==> config.mk <==
export PLATFORM = sky130hd
export DESIGN_NAME = rc_satellite_frame_decoder_flat
export DESIGN_NICKNAME = d
export VERILOG_FILES = /design/src/rtl/core/rcsfd_pkg.sv /design/src/rtl/core/rcsfd_if.sv /design/src/rtl/core/rc_satellite_frame_decoder.sv /design/src/rtl/core/rcsfd_frame_ram.sv /design/src/rtl/core/rcsfd_job_fifo.sv /design/src/rtl/core/rcsfd_front.sv /design/src/rtl/core/rcsfd_back.sv /design/src/flat_wrapper.sv
export SDC_FILE = /design/constraint.sdc
export NUM_CORES = 1
export LEC_CHECK = 0
export ABC_AREA = 1
export BUFFER_PORTS_ARGS = -buffer_cell sky130_fd_sc_hd__buf_4
export CAP_MARGIN = 10
export CORE_ASPECT_RATIO = 1.4
export CORE_MARGIN = 1
export CORE_UTILIZATION = 60
export DETAILED_ROUTE_END_ITERATION = 12
export GPL_ROUTABILITY_DRIVEN = 0
export MAX_ROUTING_LAYER = met4
export PLACE_DENSITY = 0.83
export RECOVER_POWER = 50
export SLEW_MARGIN = 20
export SYNTH_ARGS = -nofsm -noshare
export SYNTH_HDL_FRONTEND = slang
export SYNTH_HIERARCHICAL = 1
export SYNTH_SLANG_ARGS = --single-unit
==> constraint.sdc <==
create_clock -name clk -period 11.75 [get_ports clk]
set_clock_uncertainty 0.1 [all_clocks]
set_input_delay 2.9375 -clock clk [delete_from_list [all_inputs] [get_ports clk]]
set_output_delay 2.9375 -clock clk [all_outputs]
set_load 0.005 [all_outputs]
==> src/rtl/core/rcsfd_pkg.sv <==
package rcsfd_pkg;

  localparam int FRAME_BYTES     = 16;
  localparam int WORDS_PER_FRAME = 7;
  localparam int HDR_BYTES       = 2;
  localparam int BYTE_AW         = $clog2(FRAME_BYTES);
  localparam int RAM_AW          = BYTE_AW + 1;
  localparam int WORD_IW         = $clog2(WORDS_PER_FRAME);
  localparam int JOB_DEPTH       = 2;
  localparam int JOB_PW          = $clog2(JOB_DEPTH);
  localparam int JOB_CW          = $clog2(JOB_DEPTH + 1);

  localparam logic [7:0] HDR_A = 8'h03;
  localparam logic [7:0] HDR_B = 8'hB2;

  localparam logic [1:0] MODE_UNKNOWN = 2'd0;
  localparam logic [1:0] MODE_TEN     = 2'd1;
  localparam logic [1:0] MODE_ELEVEN  = 2'd2;

  localparam logic FMT_TEN    = 1'b0;
  localparam logic FMT_ELEVEN = 1'b1;

  localparam int CFG_IW   = 2;
  localparam int CFG_DW   = 16;
  localparam int GAP_W    = 16;
  localparam int DETECT_W = 4;

  localparam logic [CFG_IW-1:0] REG_GAP_LIMIT     = 2'd0;
  localparam logic [CFG_IW-1:0] REG_DETECT_FRAMES = 2'd1;

  localparam logic [GAP_W-1:0]    GAP_LIMIT_RST = 16'd150;
  localparam logic [DETECT_W-1:0] DETECT_RST    = 4'd10;

  typedef struct packed {
    logic        bank;
    logic        fmt;
    logic [31:0] interval;
  } job_t;

  typedef struct packed {
    logic push;
    job_t job;
  } job_push_t;

  typedef struct packed {
    logic not_empty;
    logic full;
  } fifo_stat_t;

  typedef struct packed {
    logic              en;
    logic [RAM_AW-1:0] addr;
    logic [7:0]        data;
  } ram_wr_t;

  typedef struct packed {
    logic              en;
    logic [RAM_AW-1:0] addr;
  } ram_rd_t;

endpackage

==> src/rtl/core/rcsfd_if.sv <==
interface rcsfd_byte_if;
  logic        valid;
  logic        ready;
  logic [7:0]  rx_byte;
  logic [31:0] arrival_time_us;

  modport source(output valid, rx_byte, arrival_time_us, input ready);
  modport sink(input valid, rx_byte, arrival_time_us, output ready);
  modport mon(input valid, ready, rx_byte, arrival_time_us);
endinterface

interface rcsfd_result_if;
  logic               valid;
  logic               ready;
  logic [3:0]         channel_index;
  logic signed [10:0] channel_value;
  logic               word_format;
  logic [31:0]        frame_interval_us;
  logic               last_of_frame;

  modport source(output valid, channel_index, channel_value, word_format,
                 frame_interval_us, last_of_frame, input ready);
  modport sink(input valid, channel_index, channel_value, word_format,
               frame_interval_us, last_of_frame, output ready);
  modport mon(input valid, ready, channel_index, channel_value, word_format,
              frame_interval_us, last_of_frame);
endinterface

interface rcsfd_cfg_if;
  logic                            valid;
  logic                            ready;
  logic [rcsfd_pkg::CFG_IW-1:0]    index;
  logic [rcsfd_pkg::CFG_DW-1:0]    data;

  modport source(output valid, index, data, input ready);
  modport sink(input valid, index, data, output ready);
  modport mon(input valid, ready, index, data);
endinterface

==> src/rtl/core/rc_satellite_frame_decoder.sv <==
// A decoded frame's last byte queues its job; the back reads each channel word in S_HI
// and S_LO and registers its result in S_CAP. Throughput: one byte per cycle while the
// frame queue has room; frames unpack word by word via the frame RAM's single read port.
// Input stalls only while two decoded frames are pending in the job queue.
// Reset: synchronous, active high; clears all control state and restores the
// gap limit (150 us) and detect count (10). Frame RAM contents are not cleared.
module rc_satellite_frame_decoder (
  input  logic           clk,
  input  logic           rst,
  rcsfd_byte_if.sink     rx,
  rcsfd_result_if.source res,
  rcsfd_cfg_if.sink      cfg
);

  // Front/back handoff. The frame RAM has two banks: the front fills one
  // while the back unpacks the other. A job in the queue owns its bank
  // until the back loads the frame's last word into the result register.
  rcsfd_pkg::ram_wr_t    ram_wr;
  rcsfd_pkg::ram_rd_t    ram_rd;
  logic [7:0]            ram_rd_data;
  rcsfd_pkg::job_push_t  job_push;
  rcsfd_pkg::job_t       job_head;
  rcsfd_pkg::fifo_stat_t job_stat;
  logic                  job_pop;

  // Front: gap check, byte store, header tally, format detection, and
  // per-frame interval stamping. Frames with no results never reach the queue.
  rcsfd_front u_front (
    .clk  (clk),
    .rst  (rst),
    .rx   (rx),
    .cfg  (cfg),
    .stat (job_stat),
    .wr   (ram_wr),
    .push (job_push)
  );

  // Two-entry queue of completed frames to unpack.
  rcsfd_job_fifo u_job_fifo (
    .clk  (clk),
    .rst  (rst),
    .push (job_push),
    .pop  (job_pop),
    .head (job_head),
    .stat (job_stat)
  );

  // Two banks of frame bytes.
  rcsfd_frame_ram u_frame_ram (
    .clk     (clk),
    .wr      (ram_wr),
    .rd      (ram_rd),
    .rd_data (ram_rd_data)
  );

  // Back: read each channel word as two bytes, decode, and drive the
  // result register; advance only when the result slot frees up.
  rcsfd_back u_back (
    .clk     (clk),
    .rst     (rst),
    .head    (job_head),
    .stat    (job_stat),
    .pop     (job_pop),
    .rd      (ram_rd),
    .rd_data (ram_rd_data),
    .res     (res)
  );

endmodule

==> src/rtl/core/rcsfd_frame_ram.sv <==
module rcsfd_frame_ram (
  input  logic               clk,
  input  rcsfd_pkg::ram_wr_t wr,
  input  rcsfd_pkg::ram_rd_t rd,
  output logic [7:0]         rd_data
);

  logic [7:0] mem [2*rcsfd_pkg::FRAME_BYTES];

  always_ff @(posedge clk) begin
    if (wr.en) begin
      mem[wr.addr] <= wr.data;
    end
  end

  always_ff @(posedge clk) begin
    if (rd.en) begin
      rd_data <= mem[rd.addr];
    end
  end

endmodule

==> src/rtl/core/rcsfd_job_fifo.sv <==
module rcsfd_job_fifo (
  input  logic                  clk,
  input  logic                  rst,
  input  rcsfd_pkg::job_push_t  push,
  input  logic                  pop,
  output rcsfd_pkg::job_t       head,
  output rcsfd_pkg::fifo_stat_t stat
);

  rcsfd_pkg::job_t                 entries [rcsfd_pkg::JOB_DEPTH];
  logic [rcsfd_pkg::JOB_PW-1:0]    wr_ptr;
  logic [rcsfd_pkg::JOB_PW-1:0]    rd_ptr;
  logic [rcsfd_pkg::JOB_CW-1:0]    count;

  assign head           = entries[rd_ptr];
  assign stat.not_empty = (count != '0);
  assign stat.full      = (count == rcsfd_pkg::JOB_CW'(rcsfd_pkg::JOB_DEPTH));

  always_ff @(posedge clk) begin
    if (push.push) begin
      entries[wr_ptr] <= push.job;
    end
  end

  always_ff @(posedge clk) begin
    if (rst) begin
      wr_ptr <= '0;
      rd_ptr <= '0;
      count  <= '0;
    end else begin
      if (push.push) begin
        wr_ptr <= wr_ptr + 1'b1;
      end
      if (pop) begin
        rd_ptr <= rd_ptr + 1'b1;
      end
      if (push.push && !pop) begin
        count <= count + 1'b1;
      end else if (pop && !push.push) begin
        count <= count - 1'b1;
      end
    end
  end

endmodule

==> src/rtl/core/rcsfd_front.sv <==
module rcsfd_front (
  input  logic                  clk,
  input  logic                  rst,
  rcsfd_byte_if.sink            rx,
  rcsfd_cfg_if.sink             cfg,
  input  rcsfd_pkg::fifo_stat_t stat,
  output rcsfd_pkg::ram_wr_t    wr,
  output rcsfd_pkg::job_push_t  push
);

  logic [rcsfd_pkg::GAP_W-1:0]    gap_limit;
  logic [rcsfd_pkg::DETECT_W-1:0] detect_frames;

  logic [rcsfd_pkg::BYTE_AW-1:0]  byte_count;
  logic [31:0]                    last_byte_time;
  logic [31:0]                    last_frame_time;
  logic [1:0]                     format_mode;
  logic [rcsfd_pkg::DETECT_W-1:0] frames_to_wait;
  logic [15:0]                    count_ten;
  logic [15:0]                    count_eleven;
  logic                           wbank;
  logic [7:0]                     hdr0;
  logic [7:0]                     hdr1;

  logic                           take;
  logic [31:0]                    gap;
  logic                           gap_bad;
  logic [rcsfd_pkg::BYTE_AW-1:0]  pos;
  logic                           complete;
  logic                           hdr_ok;
  logic                           decode_ok;
  logic [15:0]                    ten_next;
  logic [15:0]                    eleven_next;
  logic                           ten_wins;
  logic                           eleven_wins;

  assign cfg.ready = 1'b1;

  always_ff @(posedge clk) begin
    if (rst) begin
      gap_limit     <= rcsfd_pkg::GAP_LIMIT_RST;
      detect_frames <= rcsfd_pkg::DETECT_RST;
    end else if (cfg.valid && cfg.ready) begin
      case (cfg.index)
        rcsfd_pkg::REG_GAP_LIMIT: begin
          gap_limit <= cfg.data[rcsfd_pkg::GAP_W-1:0];
        end
        rcsfd_pkg::REG_DETECT_FRAMES: begin
          detect_frames <= cfg.data[rcsfd_pkg::DETECT_W-1:0];
        end
        default: begin
        end
      endcase
    end
  end

  // Hold input while both frame banks are owned by queued jobs.
  assign rx.ready = !stat.full;
  assign take     = rx.valid && rx.ready;

  assign gap      = rx.arrival_time_us - last_byte_time;
  assign gap_bad  = (byte_count != '0) && (gap > {16'd0, gap_limit});
  assign pos      = gap_bad ? '0 : byte_count;
  assign complete = (pos == rcsfd_pkg::BYTE_AW'(rcsfd_pkg::FRAME_BYTES - 1));
  assign hdr_ok   = (hdr0 == rcsfd_pkg::HDR_A) && (hdr1 == rcsfd_pkg::HDR_B);
  assign decode_ok = (format_mode != rcsfd_pkg::MODE_UNKNOWN) &&
                     !((format_mode == rcsfd_pkg::MODE_TEN) && !hdr_ok);

  assign wr.en   = take;
  assign wr.addr = {wbank, pos};
  assign wr.data = rx.rx_byte;

  assign push.push         = take && complete && decode_ok;
  assign push.job.bank     = wbank;
  assign push.job.fmt      = (format_mode == rcsfd_pkg::MODE_ELEVEN) ?
                             rcsfd_pkg::FMT_ELEVEN : rcsfd_pkg::FMT_TEN;
  assign push.job.interval = rx.arrival_time_us - last_frame_time;

  // Saturating header tallies and the two-to-one majority test.
  always_comb begin
    ten_next    = count_ten;
    eleven_next = count_eleven;
    if (hdr_ok) begin
      if (count_ten != 16'hFFFF) begin
        ten_next = count_ten + 16'd1;
      end
    end else begin
      if (count_eleven != 16'hFFFF) begin
        eleven_next = count_eleven + 16'd1;
      end
    end
    ten_wins    = {2'b00, ten_next} > {1'b0, eleven_next, 1'b0};
    eleven_wins = {2'b00, eleven_next} > {1'b0, ten_next, 1'b0};
  end

  always_ff @(posedge clk) begin
    if (take && (pos == rcsfd_pkg::BYTE_AW'(0))) begin
      hdr0 <= rx.rx_byte;
    end
    if (take && (pos == rcsfd_pkg::BYTE_AW'(1))) begin
      hdr1 <= rx.rx_byte;
    end
  end

  always_ff @(posedge clk) begin
    if (rst) begin
      byte_count      <= '0;
      last_byte_time  <= '0;
      last_frame_time <= '0;
      format_mode     <= rcsfd_pkg::MODE_UNKNOWN;
      frames_to_wait  <= rcsfd_pkg::DETECT_RST;
      count_ten       <= '0;
      count_eleven    <= '0;
      wbank           <= 1'b0;
    end else if (take) begin
      last_byte_time <= rx.arrival_time_us;
      byte_count     <= complete ? '0 : pos + 1'b1;
      if (complete) begin
        if (format_mode == rcsfd_pkg::MODE_UNKNOWN) begin
          count_ten    <= ten_next;
          count_eleven <= eleven_next;
          if (frames_to_wait != '0) begin
            frames_to_wait <= frames_to_wait - 1'b1;
          end else if (ten_wins) begin
            format_mode <= rcsfd_pkg::MODE_TEN;
          end else if (eleven_wins) begin
            format_mode <= rcsfd_pkg::MODE_ELEVEN;
          end else begin
            frames_to_wait <= detect_frames;
          end
        end else if (decode_ok) begin
          last_frame_time <= rx.arrival_time_us;
          wbank           <= ~wbank;
        end
      end
    end
  end

endmodule

==> src/rtl/core/rcsfd_back.sv <==
module rcsfd_back (
  input  logic                  clk,
  input  logic                  rst,
  input  rcsfd_pkg::job_t       head,
  input  rcsfd_pkg::fifo_stat_t stat,
  output logic                  pop,
  output rcsfd_pkg::ram_rd_t    rd,
  input  logic [7:0]            rd_data,
  rcsfd_result_if.source        res
);

  localparam logic [1:0] S_IDLE = 2'd0;
  localparam logic [1:0] S_HI   = 2'd1;
  localparam logic [1:0] S_LO   = 2'd2;
  localparam logic [1:0] S_CAP  = 2'd3;

  localparam logic [9:0]  TEN_CENTER    = 10'd512;
  localparam logic [10:0] ELEVEN_CENTER = 11'd1024;

  logic [1:0]                    state;
  logic [1:0]                    state_next;
  logic [rcsfd_pkg::WORD_IW-1:0] word_idx;
  logic [7:0]                    hi_byte;

  logic                          out_valid;
  logic [3:0]                    out_index;
  logic [10:0]                   out_value;
  logic                          out_format;
  logic [31:0]                   out_interval;
  logic                          out_last;

  logic [rcsfd_pkg::BYTE_AW-1:0] hi_addr;
  logic [15:0]                   word;
  logic [9:0]                    ten_val;
  logic [3:0]                    dec_index;
  logic [10:0]                   dec_value;
  logic                          last_word;
  logic                          load_word;

  assign hi_addr = rcsfd_pkg::BYTE_AW'({word_idx, 1'b0}) +
                   rcsfd_pkg::BYTE_AW'(rcsfd_pkg::HDR_BYTES);

  assign rd.en   = (state == S_HI) || (state == S_LO);
  assign rd.addr = {head.bank, (state == S_HI) ? hi_addr : (hi_addr + 1'b1)};

  assign word    = {hi_byte, rd_data};
  assign ten_val = word[9:0] - TEN_CENTER;

  always_comb begin
    if (head.fmt == rcsfd_pkg::FMT_TEN) begin
      dec_index = word[13:10];
      dec_value = {ten_val, 1'b0};
    end else begin
      dec_index = word[14:11];
      dec_value = word[10:0] - ELEVEN_CENTER;
    end
  end

  assign last_word = (word_idx == rcsfd_pkg::WORD_IW'(rcsfd_pkg::WORDS_PER_FRAME - 1));
  assign load_word = (state == S_CAP) && (!out_valid || res.ready);
  assign pop       = load_word && last_word;

  always_comb begin
    state_next = state;
    case (state)
      S_IDLE: begin
        if (stat.not_empty) begin
          state_next = S_HI;
        end
      end
      S_HI: begin
        state_next = S_LO;
      end
      S_LO: begin
        state_next = S_CAP;
      end
      S_CAP: begin
        if (load_word) begin
          state_next = last_word ? S_IDLE : S_HI;
        end
      end
      default: begin
        state_next = S_IDLE;
      end
    endcase
  end

  always_ff @(posedge clk) begin
    if (rst) begin
      state     <= S_IDLE;
      word_idx  <= '0;
      out_valid <= 1'b0;
    end else begin
      state <= state_next;
      if (state == S_IDLE) begin
        word_idx <= '0;
      end else if (load_word) begin
        word_idx <= word_idx + 1'b1;
      end
      if (load_word) begin
        out_valid <= 1'b1;
      end else if (res.ready) begin
        out_valid <= 1'b0;
      end
    end
  end

  always_ff @(posedge clk) begin
    if (state == S_LO) begin
      hi_byte <= rd_data;
    end
    if (load_word) begin
      out_index    <= dec_index;
      out_value    <= dec_value;
      out_format   <= head.fmt;
      out_interval <= head.interval;
      out_last     <= last_word;
    end
  end

  assign res.valid             = out_valid;
  assign res.channel_index     = out_index;
  assign res.channel_value     = signed'(out_value);
  assign res.word_format       = out_format;
  assign res.frame_interval_us = out_interval;
  assign res.last_of_frame     = out_last;

endmodule

==> src/flat_wrapper.sv <==
// flat-port wrapper written by rule: the top's interface ports become plain ports
module rc_satellite_frame_decoder_flat 
  (clk, rst, rx_valid, rx_rx_byte, rx_arrival_time_us, rx_ready, res_valid, res_channel_index, res_channel_value, res_word_format, res_frame_interval_us, res_last_of_frame, res_ready, cfg_valid, cfg_index, cfg_data, cfg_ready);
  rcsfd_byte_if rx_i ();
  rcsfd_result_if res_i ();
  rcsfd_cfg_if cfg_i ();
  input  logic clk;
  input  logic rst;
  input wire logic [$bits(rx_i.valid)-1:0] rx_valid;
  input wire logic [$bits(rx_i.rx_byte)-1:0] rx_rx_byte;
  input wire logic [$bits(rx_i.arrival_time_us)-1:0] rx_arrival_time_us;
  output wire logic [$bits(rx_i.ready)-1:0] rx_ready;
  output wire logic [$bits(res_i.valid)-1:0] res_valid;
  output wire logic [$bits(res_i.channel_index)-1:0] res_channel_index;
  output wire logic [$bits(res_i.channel_value)-1:0] res_channel_value;
  output wire logic [$bits(res_i.word_format)-1:0] res_word_format;
  output wire logic [$bits(res_i.frame_interval_us)-1:0] res_frame_interval_us;
  output wire logic [$bits(res_i.last_of_frame)-1:0] res_last_of_frame;
  input wire logic [$bits(res_i.ready)-1:0] res_ready;
  input wire logic [$bits(cfg_i.valid)-1:0] cfg_valid;
  input wire logic [$bits(cfg_i.index)-1:0] cfg_index;
  input wire logic [$bits(cfg_i.data)-1:0] cfg_data;
  output wire logic [$bits(cfg_i.ready)-1:0] cfg_ready;
  assign rx_i.valid = rx_valid;
  assign rx_i.rx_byte = rx_rx_byte;
  assign rx_i.arrival_time_us = rx_arrival_time_us;
  assign rx_ready = rx_i.ready;
  assign res_valid = res_i.valid;
  assign res_channel_index = res_i.channel_index;
  assign res_channel_value = res_i.channel_value;
  assign res_word_format = res_i.word_format;
  assign res_frame_interval_us = res_i.frame_interval_us;
  assign res_last_of_frame = res_i.last_of_frame;
  assign res_i.ready = res_ready;
  assign cfg_i.valid = cfg_valid;
  assign cfg_i.index = cfg_index;
  assign cfg_i.data = cfg_data;
  assign cfg_ready = cfg_i.ready;
  rc_satellite_frame_decoder u_core (.clk(clk), .rst(rst), .rx(rx_i), .res(res_i), .cfg(cfg_i));
endmodule
==> run_results.csv <==
group,metric,value,unit
synthesis,avgSynthCellArea,9.078,um^2
global_route,grt_max_degree,93,
critical_path,worst-r2r-setup-slack,3.74,ns
placed_design,dp.cells,3660,
global_route,gr-total-overflow,0,
synthesis,yosys_warnings,6,
placed_design,pre_cts_slack,3.413,ns
global_route,grt_pass1_vias,20979,
final_layout,area.growth.synth_to_final,9.005,%
clock_network,post_cts_resized,0,
clock_network,cts.hold.buffers_added,0,
clock_network,cts_root_buf,"clkbuf_16",
critical_path,crit_buf_inv,5,
critical_path,crit_family,"buffers and inverters",
global_route,use_met2,50.96,%
synthesis,netlist_area,27520,um^2
floorplan,num_rows,92,
run_status,status,"finished with violations",
global_route,track_usage,29.33,%
synthesis,syn_nets,3218,
job,drv_cap,14,
critical_path,path_class,"reg -> reg",
sta,rsz0062_at_grt,"false",
sta,maxSlewViolCount,604,
sta,postLayoutSetupSlackWorst,3.736,ns
critical_path,r2r_end,"u_core/u_frame_ram/rd_data[7]",
global_route,antenna_found_initial,0,
global_route,grt_pass1_wl,105100,um
critical_path,worstPathRequired,12.06,ns
critical_path,slowest_stage,"clkbuf_1",
routing,drtIter0Drc,2126,
worst_hold_path,holdPathStages,2,
routing,viasPerCell,5.739,
run_status,violations,"max-capacitance violations, max-slew violations",
synthesis,async_reset_ff_share,0,%
placed_design,port_buffers,113,
worst_hold_path,min_from,"u_core/u_front/last_byte_time[19]",
sta,fin_crit_sh,68.20,%
clock_network,cts_sinks,542,
routing,ant_nets,0,
pwr,peakVddDrop,148.3,uV
sta,fmax,0.1248,GHz
global_route,use_met3,3.934,%
synthesis,seq_area_frac_synth,54.11,%
clock_network,numCtsBuffers,50,
synthesis,synth-edff-count,404,
sta,slew_headroom,-186.4,%
floorplan,fp.dieW,183.0,um
floorplan,ios,115,
final_layout,insertedDiodeCount,0,
routing,drc,0,
pwr,leakagePower,12.52,nW
routing,via_count,21543,
final_layout,drive_above_1_share,7.063,%
sta,finalHoldViolations,0,
synthesis,ys_types,49,
critical_path,path_cells,"inv_1 -> ha_1 -> clkinvlp_2 -> clkbuf_1 -> inv_1 -> clkbuf_1 -> nand2_1 -> nand3_1 -> nand3_1 -> nand2_1 -> nand2_1 -> nand2_1 -> nand2_1 -> nand2_1",
critical_path,cpPeakStageDelay,3.04,ns
pwr,cellPowerDensity,153.4,nW/um^2
synthesis,netlist_instances,3032,
critical_path,critPathCaptureType,"flop",
final_layout,nets,3287,
clock_network,tritoncts,"done",
synthesis,yosys.area.top_type,"edfxtp_1",
sta,worstMarginPinSlew,4.295,ns
critical_path,path_common_cell,"nand2_1",
floorplan,dieArea,46750,um^2
sta,tns,0,ns
critical_path,r2r_cells,14,
critical_path,r2r-start,"u_core/u_back/state[1]",
critical_path,crit_arrival,8.32,ns
synthesis,yosys-top-cells-area,"edfxtp_1 44%, nand2_1 11%, dfxtp_1 10%",
worst_hold_path,hold_path.class,"reg -> reg",
clock_network,cts.clk_slew.worst_paths,0.06,ns
synthesis,synth-seq-cells,542,
worst_hold_path,min_to,"u_core/u_front/last_byte_time[19]",
floorplan,die_y,255.4,um
critical_path,start_kind,"flop",
placed_design,hpwlAfterDp,45270,um
clock_network,cts_setup_buffers,0,
final_layout,final_area,30000,um^2
floorplan,start_util,61.00,%
critical_path,cp-startpoint,"u_core/u_back/state[1]",
global_route,use_met1,32.20,%
global_route,grt.busiest_layer,"met2",
synthesis,synth_top_area_share,44.08,%
placed_design,placed_area,28460,um^2
routing,drt-pass1-iter-count,6,
floorplan,core,45120,um^2
routing,wire_per_inst,18.02,um
clock_network,cts.path.max_buffers,3,
clock_network,cts.htree.levels,2,
sta,setup-violations-final,0,
synthesis,yosys_most_used_dff,"edfxtp_1",
critical_path,cp_max_fo,92,
sta,min_period,8.014,ns
routing,routed_wl,67640,um
final_layout,stdcell_count,3754,
clock_network,clk_latency,0.59,ns
==> report_power, final <==
group          internal, mW  switching [mW]
clock                 0.971           0.721
sequential             2.10          0.0130
combinational         0.255           0.547
==> per-layer routing <==
metal	vias up	part of all wire (%)
met1	9989	36
li1	10137	-
met5	-	0
met2	1154	51
met4	0	5.8
met3	263	7.1
==> Yosys cell counts (15+ instances only) <==
master	number
a21oi_1	157
buf_2	24
buf_4	22
buf_6	28
clkbuf_1	27
dfxtp_1	138
edfxtp_1	404
ha_1	121
inv_1	381
mux2_4	30
nand2_1	823
nand3_1	273
nand4_1	25
nor2_1	253
nor3_1	21
o21ai_0	129
xnor2_1	15
xor2_1	59
==> per-stage QoR <==
stage | power [mW] | hold slack, ns | utilization (%)
4_1_cts | 4.570 | 0.3611 | 66.93
2_1_floorplan | 2.753 | 0.3264 | -
3_3_place_gp | 2.861 | 0.3353 | 63.07
3_5_place_dp | 2.889 | 0.3502 | 63.07
5_1_grt | 4.769 | 0.3676 | 66.49
6_report | 4.602 | 0.3627 | 66.49
==> area by class of cell <==
cell class	instances	area [um^2]
fill	3442	15120
sequential	542	14890
multi-input combinational	1994	10290
inverter	388	1460
clock buffer	61	1408
timing repair buffer	125	848.3
tap	611	764.5
clock inverter	33	334.1
==> worst max path at each step <==
| stage | end | slack, ns | cells past startpoint |
|---|---|---|---|
| floorplan | u_core/u_job_fifo/entries[0][0] | 3.48 | 26 |
| global placement | u_core/u_job_fifo/entries[1][25] | 3.65 | 29 |
| detailed placement | u_core/u_front/count_eleven[15] | 3.41 | 27 |
| CTS | u_core/u_front/count_eleven[15] | 4.04 | 27 |
| global route | u_core/u_front/count_eleven[15] | 3.39 | 27 |
| finish | u_core/u_frame_ram/rd_data[7] | 3.74 | 14 |
==> worst min-delay path: stages, from the launching register on <==
cell and delay, ns:
dfxtp_1 0.30, inv_1 0.06, a21oi_1 0.05
==> cells in the final DEF (no fill, tap or decap), types with 4 or more instances in the layout <==
| master | n |
|---|---|
| nor3_1 | 21 |
| nand4_1 | 25 |
| or2_2 | 5 |
| mux2_2 | 7 |
| clkinv_1 | 4 |
| o211ai_1 | 7 |
| a211oi_1 | 4 |
| nor2_1 | 252 |
| mux2_1 | 29 |
| dfxtp_1 | 138 |
| clkbuf_16 | 54 |
| a31oi_1 | 4 |
| ha_1 | 121 |
| o21ai_0 | 131 |
| clkbuf_4 | 43 |
| xnor2_1 | 15 |
| buf_4 | 58 |
| a21boi_0 | 4 |
| a21oi_1 | 157 |
| clkinvlp_4 | 8 |
| nand2_2 | 8 |
| o21a_1 | 5 |
| inv_2 | 4 |
| inv_1 | 380 |
| nand3_1 | 273 |
| clkinv_2 | 11 |
| o21bai_1 | 5 |
| edfxtp_1 | 404 |
| xor2_1 | 59 |
| nand2_1 | 823 |
| nor4_1 | 9 |
| clkbuf_1 | 28 |
| bufinv_16 | 5 |
==> state kept, by name (all words and copies together) (netlist names), 2 cells and up, named ones only <==
register / flops
u_core/u_front/last_byte_time: 32
u_core/u_job_fifo/entries: 68
u_core/u_front/count_eleven: 16
u_core/u_back/res.channel_value: 11
u_core/u_front/format_mode: 2
u_core/u_back/hi_byte: 7
u_core/u_front/last_frame_time: 32
u_core/u_front/hdr0: 8
u_core/u_front/gap_limit: 16
u_core/u_frame_ram/mem: 256
u_core/u_job_fifo/count: 2
u_core/u_front/frames_to_wait: 4
u_core/u_back/word_idx: 3
u_core/u_front/byte_count: 4
u_core/u_back/state: 2
u_core/u_front/count_ten: 16
u_core/u_front/hdr1: 8
u_core/u_back/res.frame_interval_us: 32
u_core/u_back/res.channel_index: 4
u_core/u_front/detect_frames: 4
u_core/u_frame_ram/rd_data: 8
==> kinds of logic after synthesis <==
group,after synthesis,share of synthesized area [%]
flops,542,54.11
xor+xnor,74,2.355
fa+ha+maj,123,5.646
buf+inv,496,8.114
other cells,1,0.01362
compound gates,329,6.323
mux,38,1.964
simple gates,1429,21.47
Note: power is estimated with default switching activity, not from simulation.
